**config.mk**
```make
export PLATFORM = sky130hd
export DESIGN_NAME = online_bin_packer_top
export DESIGN_NICKNAME = d
export VERILOG_FILES = /design/src/sv/obp_pkg.sv /design/src/sv/obp_ctrl.sv /design/src/sv/obp_dp.sv /design/src/sv/online_bin_packer_top.sv
export VERILOG_INCLUDE_DIRS = /design/src /design/src/sv
export SDC_FILE = /design/constraint.sdc
export NUM_CORES = 1
export LEC_CHECK = 0
export ABC_AREA = 1
export BUFFER_PORTS_ARGS = -buffer_cell sky130_fd_sc_hd__buf_2
export CAP_MARGIN = 10
export CORE_MARGIN = 4
export CORE_UTILIZATION = 30
export DETAILED_ROUTE_END_ITERATION = 10
export GPL_TIMING_DRIVEN = 0
export SYNTH_ARGS = -nofsm -noshare
export SYNTH_HDL_FRONTEND = slang
export SYNTH_HIERARCHICAL = 1
export SYNTH_SLANG_ARGS = --single-unit
```
**constraint.sdc**
```tcl
create_clock -name aclk -period 4.2 [get_ports aclk]
set_input_delay 0 -clock aclk [delete_from_list [all_inputs] [get_ports aclk]]
set_output_delay 0 -clock aclk [all_outputs]
set_load 0.05 [all_outputs]
```
**src/sv/online_bin_packer_top_assert.svh**
```systemverilog
// Assertion macros for the online bin packer top level.
// Depends on nothing; included by online_bin_packer_top.sv.
`ifndef ONLINE_BIN_PACKER_TOP_ASSERT_SVH
`define ONLINE_BIN_PACKER_TOP_ASSERT_SVH

// Same-cycle implication, checked on every rising edge outside reset.
`define OBP_ASSERT_NOW(lbl, clk, rst_n, ante, cons, msg) \
    lbl: assert property (@(posedge clk) disable iff (!(rst_n)) (ante) |-> (cons)) \
        else $error(msg);

// Next-cycle implication.
`define OBP_ASSERT_NEXT(lbl, clk, rst_n, ante, cons, msg) \
    lbl: assert property (@(posedge clk) disable iff (!(rst_n)) (ante) |=> (cons)) \
        else $error(msg);

`endif

```
**src/sv/obp_pkg.sv**
```systemverilog
// Shared types and codes for the online bin packer.
// No dependencies; imported by obp_ctrl, obp_dp and online_bin_packer_top.
`timescale 1ns / 1ps

package obp_pkg;

    // Result status codes
    localparam logic [1:0] ST_PLACED = 2'd0;
    localparam logic [1:0] ST_HEAVY  = 2'd1;
    localparam logic [1:0] ST_FULL   = 2'd2;

    // Register indexes (address bit 2)
    localparam logic REG_CAP  = 1'b0;
    localparam logic REG_MODE = 1'b1;

    localparam logic [15:0] CAP_RESET = 16'd100;
    localparam logic        FIT_FIRST = 1'b0;

    typedef struct packed {
        logic load;     // latch the accepted item, restart the scan
        logic rd_en;    // read the next open bin
        logic commit;   // place the item and load the result register
    } obp_cmd_t;

    typedef struct packed {
        logic heavy;      // item exceeds capacity
        logic ff_hit;     // first fit found its bin this cycle
        logic scan_end;   // every open bin compared
        logic can_issue;  // unread open bins remain
        logic out_free;   // result register can take a result
    } obp_sts_t;

endpackage

```
**src/sv/obp_ctrl.sv**
```systemverilog
// Controller state machine for the online bin packer.
// Depends on obp_pkg; drives obp_dp through obp_cmd_t and reads obp_sts_t.
`timescale 1ns / 1ps

module obp_ctrl
    import obp_pkg::*;
(
    input  logic     aclk,
    input  logic     aresetn,
    input  logic     s_tvalid,
    output logic     s_tready,
    input  obp_sts_t sts,
    output obp_cmd_t cmd
);

    localparam logic [1:0] S_IDLE   = 2'd0;
    localparam logic [1:0] S_SCAN   = 2'd1;
    localparam logic [1:0] S_COMMIT = 2'd2;

    logic [1:0] state_reg;
    logic [1:0] state_next;
    logic       scan_done;

    assign scan_done = sts.heavy || sts.ff_hit || sts.scan_end;

    always_comb begin
        state_next = state_reg;
        cmd        = '0;
        s_tready   = 1'b0;
        unique case (state_reg)
            S_IDLE: begin
                s_tready = 1'b1;
                cmd.load = s_tvalid;
                if (s_tvalid) begin
                    state_next = S_SCAN;
                end
            end
            S_SCAN: begin
                cmd.rd_en = !scan_done && sts.can_issue;
                if (scan_done) begin
                    state_next = S_COMMIT;
                end
            end
            S_COMMIT: begin
                // hold until the result register is free
                if (sts.out_free) begin
                    cmd.commit = 1'b1;
                    state_next = S_IDLE;
                end
            end
            default: begin
                state_next = S_IDLE;
            end
        endcase
    end

    always_ff @(posedge aclk) begin
        if (!aresetn) begin
            state_reg <= S_IDLE;
        end else begin
            state_reg <= state_next;
        end
    end

endmodule

```
**src/sv/obp_dp.sv**
```systemverilog
// Datapath for the online bin packer: residual memory, scan compare, result register.
// Depends on obp_pkg; commanded by obp_ctrl.
`timescale 1ns / 1ps

module obp_dp
    import obp_pkg::*;
#(
    parameter int MAX_BINS    = 64,
    parameter int WEIGHT_BITS = 16
) (
    input  logic        aclk,
    input  logic        aresetn,
    input  obp_cmd_t    cmd,
    output obp_sts_t    sts,
    input  logic [15:0] s_item_weight,
    input  logic        s_last,
    input  logic [15:0] cfg_cap,
    input  logic        cfg_mode,
    output logic        m_tvalid,
    input  logic        m_tready,
    output logic [15:0] m_tdata
);

    localparam int IDX_W = (MAX_BINS > 1) ? $clog2(MAX_BINS) : 1;
    localparam int CNT_W = $clog2(MAX_BINS + 1);
    localparam int WB    = WEIGHT_BITS;

    logic [WB-1:0]    mem [MAX_BINS];

    logic [WB-1:0]    w_reg;
    logic [WB-1:0]    cap_reg;
    logic             mode_reg;
    logic             last_reg;
    logic             heavy_reg;
    logic [CNT_W-1:0] open_reg;
    logic [CNT_W-1:0] open_next;
    logic [CNT_W-1:0] issue_reg;
    logic             chk_v_reg;
    logic [IDX_W-1:0] chk_idx_reg;
    logic [WB-1:0]    rdata_reg;
    logic             found_reg;
    logic [IDX_W-1:0] best_idx_reg;
    logic [WB-1:0]    best_left_reg;
    logic             out_valid_reg;
    logic [15:0]      out_data_reg;

    logic [31:0]      w32;
    logic [31:0]      cap32;
    logic [WB-1:0]    w_in;
    logic [WB-1:0]    cap_in;
    logic             fits;
    logic [WB-1:0]    left;
    logic             better;

    logic [1:0]       res_status;
    logic [IDX_W-1:0] res_idx;
    logic             res_opened;
    logic [CNT_W-1:0] n_after;
    logic             wr_en;
    logic [IDX_W-1:0] wr_addr;
    logic [WB-1:0]    wr_data;
    logic [31:0]      idx32;
    logic [31:0]      n32;

    // take fields modulo 2^WEIGHT_BITS
    assign w32    = 32'(s_item_weight);
    assign cap32  = 32'(cfg_cap);
    assign w_in   = w32[WB-1:0];
    assign cap_in = cap32[WB-1:0];

    assign fits   = rdata_reg >= w_reg;
    assign left   = rdata_reg - w_reg;
    assign better = chk_v_reg && fits && (!found_reg || left < best_left_reg);

    assign sts.heavy     = heavy_reg;
    assign sts.ff_hit    = chk_v_reg && fits && (mode_reg == FIT_FIRST);
    assign sts.scan_end  = (issue_reg == open_reg) && !chk_v_reg;
    assign sts.can_issue = issue_reg < open_reg;
    assign sts.out_free  = !out_valid_reg || m_tready;

    // placement decision after the scan
    always_comb begin
        res_status = ST_PLACED;
        res_idx    = '0;
        res_opened = 1'b0;
        n_after    = open_reg;
        wr_en      = 1'b0;
        wr_addr    = best_idx_reg;
        wr_data    = best_left_reg;
        if (heavy_reg) begin
            res_status = ST_HEAVY;
        end else if (found_reg) begin
            res_idx = best_idx_reg;
            wr_en   = 1'b1;
        end else if (open_reg < CNT_W'(MAX_BINS)) begin
            res_idx    = open_reg[IDX_W-1:0];
            res_opened = 1'b1;
            n_after    = open_reg + CNT_W'(1);
            wr_en      = 1'b1;
            wr_addr    = open_reg[IDX_W-1:0];
            wr_data    = cap_reg - w_reg;
        end else begin
            res_status = ST_FULL;
        end
    end

    assign idx32     = 32'(res_idx);
    assign n32       = 32'(n_after);
    assign open_next = last_reg ? '0 : n_after;

    always_ff @(posedge aclk) begin
        if (!aresetn) begin
            open_reg      <= '0;
            issue_reg     <= '0;
            chk_v_reg     <= 1'b0;
            found_reg     <= 1'b0;
            out_valid_reg <= 1'b0;
        end else begin
            if (cmd.load) begin
                issue_reg <= '0;
                chk_v_reg <= 1'b0;
                found_reg <= 1'b0;
            end else begin
                chk_v_reg <= cmd.rd_en;
                if (cmd.rd_en) begin
                    issue_reg <= issue_reg + CNT_W'(1);
                end
                if (better) begin
                    found_reg <= 1'b1;
                end
            end
            if (cmd.commit) begin
                open_reg      <= open_next;
                out_valid_reg <= 1'b1;
            end else if (m_tready) begin
                out_valid_reg <= 1'b0;
            end
        end
    end

    // payload registers
    always_ff @(posedge aclk) begin
        if (cmd.load) begin
            w_reg     <= w_in;
            cap_reg   <= cap_in;
            mode_reg  <= cfg_mode;
            last_reg  <= s_last;
            heavy_reg <= w_in > cap_in;
        end
        if (cmd.rd_en) begin
            chk_idx_reg <= issue_reg[IDX_W-1:0];
        end
        if (better) begin
            best_idx_reg  <= chk_idx_reg;
            best_left_reg <= left;
        end
        if (cmd.commit) begin
            out_data_reg <= {res_status, n32[6:0], res_opened, idx32[5:0]};
        end
    end

    // residual room store, one read or one write a cycle
    always_ff @(posedge aclk) begin
        if (cmd.rd_en) begin
            rdata_reg <= mem[issue_reg[IDX_W-1:0]];
        end
        if (cmd.commit && wr_en) begin
            mem[wr_addr] <= wr_data;
        end
    end

    assign m_tvalid = out_valid_reg;
    assign m_tdata  = out_data_reg;

endmodule

```
**src/sv/online_bin_packer_top.sv**
```systemverilog
// Channel   Dir  Handshake           Payload
// s_*       in   s_tvalid/s_tready   s_tdata[15:0] item_weight, s_tlast last_item
// m_*       out  m_tvalid/m_tready   m_tdata[15:0] bin_index/opened_new/bins_in_use/status
// APB       in   psel/penable        0x0 bin_capacity, 0x4 fit_mode
//
// One item at a time. Best fit compares the item with every open bin, and
// first fit stops at the first bin with room; an item that exceeds capacity
// skips the scan. The single-port residual memory is read one bin per cycle.
// Reset is synchronous, active low; the store holds no reset and is read only
// below the bin count. The result register frees the input side: a new item
// is taken while a result waits, and the placement stalls only on a full register.
//
// Top level of the online bin packer; depends on obp_pkg, obp_ctrl, obp_dp
// and the assertion macros in online_bin_packer_top_assert.svh.
`timescale 1ns / 1ps
`include "online_bin_packer_top_assert.svh"

module online_bin_packer_top
    import obp_pkg::*;
#(
    parameter int MAX_BINS    = 64,
    parameter int WEIGHT_BITS = 16
) (
    input  logic        aclk,
    input  logic        aresetn,
    // input item channel
    input  logic        s_tvalid,
    output logic        s_tready,
    input  logic [15:0] s_tdata,   // [15:0] item_weight
    input  logic        s_tlast,   // last_item
    // result channel
    output logic        m_tvalid,
    input  logic        m_tready,
    output logic [15:0] m_tdata,   // [5:0] bin_index, [6] opened_new,
                                   // [13:7] bins_in_use, [15:14] status
    // configuration port
    input  logic        psel,
    input  logic        penable,
    input  logic        pwrite,
    input  logic [2:0]  paddr,
    input  logic [31:0] pwdata,
    output logic [31:0] prdata,
    output logic        pready
);

    obp_cmd_t    cmd;
    obp_sts_t    sts;
    logic [15:0] cap_reg;
    logic        mode_reg;
    logic        cfg_wr;

    // Configuration registers: bit 2 of the address picks the register,
    // the low bits are ignored so every write lands on one of the two.
    assign pready = 1'b1;
    assign cfg_wr = psel && penable && pwrite && pready;

    always_ff @(posedge aclk) begin
        if (!aresetn) begin
            cap_reg  <= CAP_RESET;
            mode_reg <= FIT_FIRST;
        end else if (cfg_wr) begin
            unique case (paddr[2])
                REG_CAP:  cap_reg  <= pwdata[15:0];
                REG_MODE: mode_reg <= pwdata[0];
                default:  ;
            endcase
        end
    end

    always_comb begin
        unique case (paddr[2])
            REG_CAP:  prdata = {16'd0, cap_reg};
            REG_MODE: prdata = {31'd0, mode_reg};
            default:  prdata = '0;
        endcase
    end

    // Sequencer: idle, scan the open bins, commit the placement.
    obp_ctrl u_ctrl (
        .aclk     (aclk),
        .aresetn  (aresetn),
        .s_tvalid (s_tvalid),
        .s_tready (s_tready),
        .sts      (sts),
        .cmd      (cmd)
    );

    // Residual store, compare and result register.
    obp_dp #(
        .MAX_BINS    (MAX_BINS),
        .WEIGHT_BITS (WEIGHT_BITS)
    ) u_dp (
        .aclk          (aclk),
        .aresetn       (aresetn),
        .cmd           (cmd),
        .sts           (sts),
        .s_item_weight (s_tdata),
        .s_last        (s_tlast),
        .cfg_cap       (cap_reg),
        .cfg_mode      (mode_reg),
        .m_tvalid      (m_tvalid),
        .m_tready      (m_tready),
        .m_tdata       (m_tdata)
    );

    // A commit must never overwrite a result that is still waiting.
    `OBP_ASSERT_NOW(a_commit_free, aclk, aresetn, cmd.commit, sts.out_free, "commit into busy result register")
    // Only one item in flight: no accept right after an accept.
    `OBP_ASSERT_NEXT(a_one_item, aclk, aresetn, s_tvalid && s_tready, !s_tready, "second item taken while busy")
    // An item that was not placed reports bin 0 and no new bin.
    `OBP_ASSERT_NOW(a_unplaced, aclk, aresetn, m_tvalid && (m_tdata[15:14] != ST_PLACED), m_tdata[6:0] == 7'd0, "unplaced item reports a bin")
    // The bin count never exceeds the number of bins.
    `OBP_ASSERT_NOW(a_count_max, aclk, aresetn, m_tvalid, (MAX_BINS > 127) || (32'(m_tdata[13:7]) <= MAX_BINS), "bin count above limit")

endmodule

```
# Word-level counts from Yosys, hierarchy flattened
# Memory sizes are Yosys's and may differ from the RTL's. A register that Yosys moved wholly into a read port is not among the register bits.
# Cells that the tools add are included.
dict set report op_classes {
  add_sub_neg 4
  magnitude_cmp 5
  n_eq_ne 6
  muxes 31
  bitwise_logic 3
  reduce_logical 23
}
# operator n
set op_table {}
lappend op_table {{case mux 32 bit (2 select lines)} 1}
lappend op_table {{2-to-1 mux 16 bit} 3}
lappend op_table {{subtractor 16 bit} 2}
lappend op_table {{2-to-1 mux 6 bit} 5}
lappend op_table {{2-to-1 mux 7 bit} 4}
lappend op_table {{>= comparator 16 bit} 1}
lappend op_table {{greater-than comparator 16 bit} 1}
lappend op_table {{< comparator 16 bit} 1}
lappend op_table {{adder 7 x 1 -> 7 bit, second input constant} 2}
lappend op_table {{2-to-1 mux 1 bit} 13}
lappend op_table {{logical AND 1 bit} 8}
lappend op_table {{2-to-1 mux 2 bit} 4}
lappend op_table {{equality test 7 bit} 1}
lappend op_table {{< comparator 7 bit} 1}
lappend op_table {{< comparator 7 bit, second input constant} 1}
lappend op_table {{case mux 2 bit (3 select lines)} 1}
lappend op_table {{logical NOT 1 bit} 4}
lappend op_table {{logical OR 1 bit} 4}
lappend op_table {{!= test 2 bit, second input constant} 2}
lappend op_table {{AND reduction 2 bit} 2}
lappend op_table {{OR reduction 2 bit} 2}
lappend op_table {{NOT 1 bit} 3}
lappend op_table {{AND reduction 3 bit} 1}
lappend op_table {{equality test 2 x 1 -> 1 bit, second input constant} 1}
lappend op_table {{other kinds (4)} 4}
dict set report word_totals {
  regBits 115
  ram_bits 1024
  in_bits 59
  output_inout_bits 51
  word_cells 92
  n_memories 1
}
# memory depth word_bits rd rd_ports_with_merged_regs write_ports line
set memory_table {}
lappend memory_table {u_dp.mem 64 16 1 1 1 obp_dp.sv:28} ;# logic [WB-1:0] mem [MAX_BINS];

# Longest topological paths before layout
dict set report depth {
  word_depth 8
  ltp_mapped 21
  depth_no_buf 21
}

# Hierarchy
# Netlist, hierarchy kept.
# mod n_inst cells_per_inst area_each_um2 seq_area_each_um2
set by_module_without_submodules {}
lappend by_module_without_submodules {obp_dp 1 4573 49242.2 33942.6}
lappend by_module_without_submodules {online_bin_packer_top 1 161 1103.6 340.3}
lappend by_module_without_submodules {obp_ctrl 1 24 135.1 40.0}

# Least setup slack after synthesis
# No wires, ideal clock.
dict set report synth_timing {
  path_type {reg-to-reg}
  from {register u_dp.w_reg[0]}
  to {memory u_dp/mem[0][2] in the netlist's numbering, data pin}
  setup_time_ps 702
  t_arrival_ps 3669
  required_time_ps 3498
  setup_slack_ps -171
  path_stages_with_launch 5
  path_cell_list {edfxtp_1 ha_1 fa_1 xor2_1 o21ai_0}
}
dict set report synth_via {
  elab_chain_len 4
}
# element line
set synth_rtl {}
lappend synth_rtl {{start, declared} obp_dp.sv:30} ;# logic [WB-1:0] w_reg;
lappend synth_rtl {{start signal, assigned} obp_dp.sv:144} ;# w_reg <= w_in;
lappend synth_rtl {{subtractor 16 bit} obp_dp.sv:101} ;# wr_data = cap_reg - w_reg;
lappend synth_rtl {{2-to-1 mux 16 bit} obp_dp.sv:95} ;# end else if (open_reg < CNT_W'(MAX_BINS)) begin
lappend synth_rtl {{2-to-1 mux 16 bit} obp_dp.sv:92} ;# end else if (found_reg) begin
lappend synth_rtl {{2-to-1 mux 16 bit} obp_dp.sv:90} ;# if (heavy_reg) begin
lappend synth_rtl {{via u_dp.wr_data[2]} obp_dp.sv:61} ;# logic [WB-1:0] wr_data;
lappend synth_rtl {{end, declared} obp_dp.sv:28}
# The timed path passes the listed nets, and every way through them passes these cells.

==> results.sh <==
export IMPL_r2r_slack_ps=140
export IMPL_cts_max_path_buffers=3
export IMPL_vias=36937
export IMPL_reg2reg_depth=9
export IMPL_hold_path_cell_count=2
export IMPL_hold_path_end="u_dp/w_reg[3]"
export IMPL_dieArea_um2=175000
export IMPL_synth_edff_count=1119
export IMPL_setup_viol=0
export IMPL_viasPerCell=4.97
export IMPL_netlist_top_cells_count="nand2_1 (1342), edfxtp_1 (1119), nor2_1 (526)"
export IMPL_detail_route_wl_per_cell_um=22.6
export IMPL_largest_register_ffs=1024
export IMPL_fin_area_um2=60000
export IMPL_io_buffers=74
export IMPL_grt_pass1_vias=34369
export IMPL_seq_area_frac_synth_pct=68.0
export IMPL_syn_avg_cell_area_um2=10.6
export IMPL_arrival_ps=4490
export IMPL_fin_cells=7439
export IMPL_crit_type="reg -> reg"
export IMPL_r2r_end="u_dp/mem[9][3]"
export IMPL_cts_root_buffer="clkbuf_16"
export IMPL_slew_violations=0
export IMPL_synth_area_um2=50500
export IMPL_grt_usage_pct=18.7
export IMPL_p_sw_mw=5.43
export IMPL_cellLeakagePower_nw=23.2
export IMPL_setup_worst_path_end_class="flip-flop"
export IMPL_slowest_stage="nor2_2"
export IMPL_clkTransAtPathRegs_ps=60
export IMPL_drc_errors=0
export IMPL_async_flop_share_pct=0
export IMPL_drt_iter0_drc=4877
export IMPL_placedCellCount=7132
export IMPL_top_register="u_dp/mem"
export IMPL_netlist_top_cells_area="edfxtp_1 (67%), nand2_1 (10%), nand3_1 (5.1%), nor2_1 (3.9%), inv_1 (3.2%)"
export IMPL_ant_nets=0
export IMPL_drive_gt1_share_pct=11.5
export IMPL_wl_um=168000
export IMPL_antenna_found_initial=6
export IMPL_max_vdd_ir_drop_mv=0.317
export IMPL_placementRows=150
export IMPL_grt_pass1_wl_um=239000
export IMPL_finalHoldViolCount=0
export IMPL_p_int_mw=18.9
export IMPL_syn_inst=4758
export IMPL_ys_warn_count=6
export IMPL_start_kind="flip-flop"
export IMPL_power_density_nw_per_um2=406
export IMPL_cts_sinks=1155
export IMPL_routabilityCongestion=0.932
export IMPL_die_x_um=418
export IMPL_grt_max_degree=65
export IMPL_cts_buffers=118
export IMPL_dp_hpwl_um=118000
export IMPL_totalPowerFinal_mw=24.4
export IMPL_crit_family="simple AND/OR/NAND/NOR gates"
export IMPL_start_util_pct=30.2
export IMPL_cts_setup_buffers=0
export IMPL_worst_pin_slew_ps=1190
export IMPL_swShare_pct=22.3
export IMPL_status="finished clean"
export IMPL_design_core_area_um2=167000
export IMPL_fillers=16131
export IMPL_min_path_type="in -> reg"
export IMPL_fin_worst_skew_ps=32.7
export IMPL_ys_seq_elements=1155
export IMPL_crit_fanout=13
export IMPL_utilization_pct=35.9
export IMPL_hold_worst_slack_ps=60.4
export IMPL_rsz0062_at_grt="yes"
export IMPL_dpl_cell_area_um2=55400
export IMPL_io_pins=110
export IMPL_min_period_ps=4060
export IMPL_cpPeakStageDelay_ps=740
export IMPL_synth_most_common_cell="nand2_1"
export IMPL_synth_cell_types=50
export IMPL_power_share_combinational_pct=4.9
export IMPL_first_pass_iters=6
export IMPL_timing_rr_start="u_dp/m_tvalid"
export IMPL_final_period_utilization_pct=96.6
export IMPL_synth_top_cell_area_share_pct=66.6
export IMPL_syn_to_final_growth_pct=18.9
export IMPL_die_height_um=418
export IMPL_drv_cap=0
export IMPL_clk_latency_ps=730
export IMPL_grt_ovfl_total=0
export IMPL_ys_flop_type="edfxtp_1"
export IMPL_cp_required_ps=4630
export IMPL_h_tree_depth=3
export IMPL_critPathBufInv=4
export IMPL_power_frac_clock_pct=42.0
export IMPL_worstHoldStart="s_tdata[3]"
export IMPL_seqPwrFrac_pct=53.0
export IMPL_synth_top_area_cell="edfxtp_1"
export IMPL_path_cells="nand2_1, inv_1, nor2_1, buf_4, clkinv_1, a211oi_4, nand4_2, nor2_2, buf_8"
export IMPL_slew_headroom_pct=20.8
export IMPL_clock_fmax_mhz=246
export IMPL_fin_nets=5262
export IMPL_cts_tree="built"
==> worst max-delay path by stage <==
stage | start | end | slack (ps) | cells after the start
2_1_floorplan | u_dp/heavy_reg | u_dp/mem[0][0] | -140 | 5
3_3_place_gp | u_dp/heavy_reg | u_dp/mem[58][0] | -5370 | 5
3_5_place_dp | u_dp/m_tvalid | u_dp/mem[24][11] | 110 | 9
4_1_cts | u_dp/m_tvalid | u_dp/mem[24][12] | 120 | 9
5_1_grt | u_dp/m_tvalid | u_dp/mem[57][11] | -10 | 9
6_report | u_dp/m_tvalid | u_dp/mem[9][3] | 140 | 9
==> cells in the final DEF, fill, tap and decap left out, types with 8 or more instances in the layout <==
cell,instances
buf_6,16
xor2_1,13
nor2_4,12
clkbuf_16,119
buf_1,29
o21ai_1,14
nand3_1,519
buf_2,156
nand4_2,8
clkinv_1,29
clkinv_2,31
nor2_1,461
bufinv_16,8
nand2_1,1336
nor3_1,8
or2_2,12
dfxtp_1,36
inv_2,12
buf_8,47
nand3_2,10
clkbuf_1,107
o21ai_0,207
buf_4,36
inv_1,427
buf_16,19
ha_1,72
edfxtp_1,1119
dlygate4sd3_1,81
buf_12,15
conb_1,17
a21oi_1,99
nor2_2,67
==> logic make-up (layout without fill, tap and decap cells) <==
| logic type | count (synthesis) | after routing | share of synthesized area [%] |
|---|---|---|---|
| xor gates and xnor gates | 20 | 20 | 0.347 |
| AOI/OAI and AO/OA | 356 | 356 | 3.72 |
| DFF | 1155 | 1155 | 68.0 |
| adders and majority gates | 74 | 74 | 1.86 |
| other | 2 | 20 | 0.0149 |
| buffers and inverters | 687 | 1146 | 5.87 |
| and+or+nand+nor | 2464 | 2464 | 20.2 |
==> power by group through the flow <==
stage | clock network [mW] | logic [mW] | registers, mW
6_report | 10.2 | 1.20 | 12.9
5_1_grt | 10.9 | 1.29 | 12.9
4_1_cts | 10.4 | 1.18 | 12.9
3_5_place_dp | 0 | 1.13 | 13.2
3_3_place_gp | 0 | 0.994 | 13.2
2_1_floorplan | 0 | 0.571 | 13.2
==> area by class of cell <==
cell class	instances	area [um^2]	area share [%]
clock buffers	150	3120	5.21
plain buffers	242	1290	2.14
multi-input cells	2931	13500	22.5
repair buffers	236	2690	4.48
inverters	445	1680	2.80
flip-flops and latches	1155	34300	57.2
diodes	3	7.51	0.0125
clock inverters	73	618	1.03
well taps	2204	2760	4.59
==> repair_timing <==
action,CTS,global route
setup endpoints to repair,0,74
gates resized for setup,0,9
hold endpoints to repair,58,0
hold buffers,81,0
==> metal layers <==
layer | global-route usage [%] | up-vias | share of wire, %
met5 | 0 | - | 0.0077
met4 | 6.79 | 2 | 3.9
met3 | 4.44 | 302 | 12
met2 | 28.9 | 2119 | 44
met1 | 25.5 | 17839 | 40
li1 | - | 16675 | -
==> per-stage QoR <==
step / setup slack, ps / TNS, ps
after global routing: -14.6 / -144
after global placement: -5370 / -2141180
after floorplan: -139 / -17820
after CTS: 119 / 0
after detailed placement: 107 / 0
final: 142 / 0
Note: power is estimated with default switching activity, not from simulation.
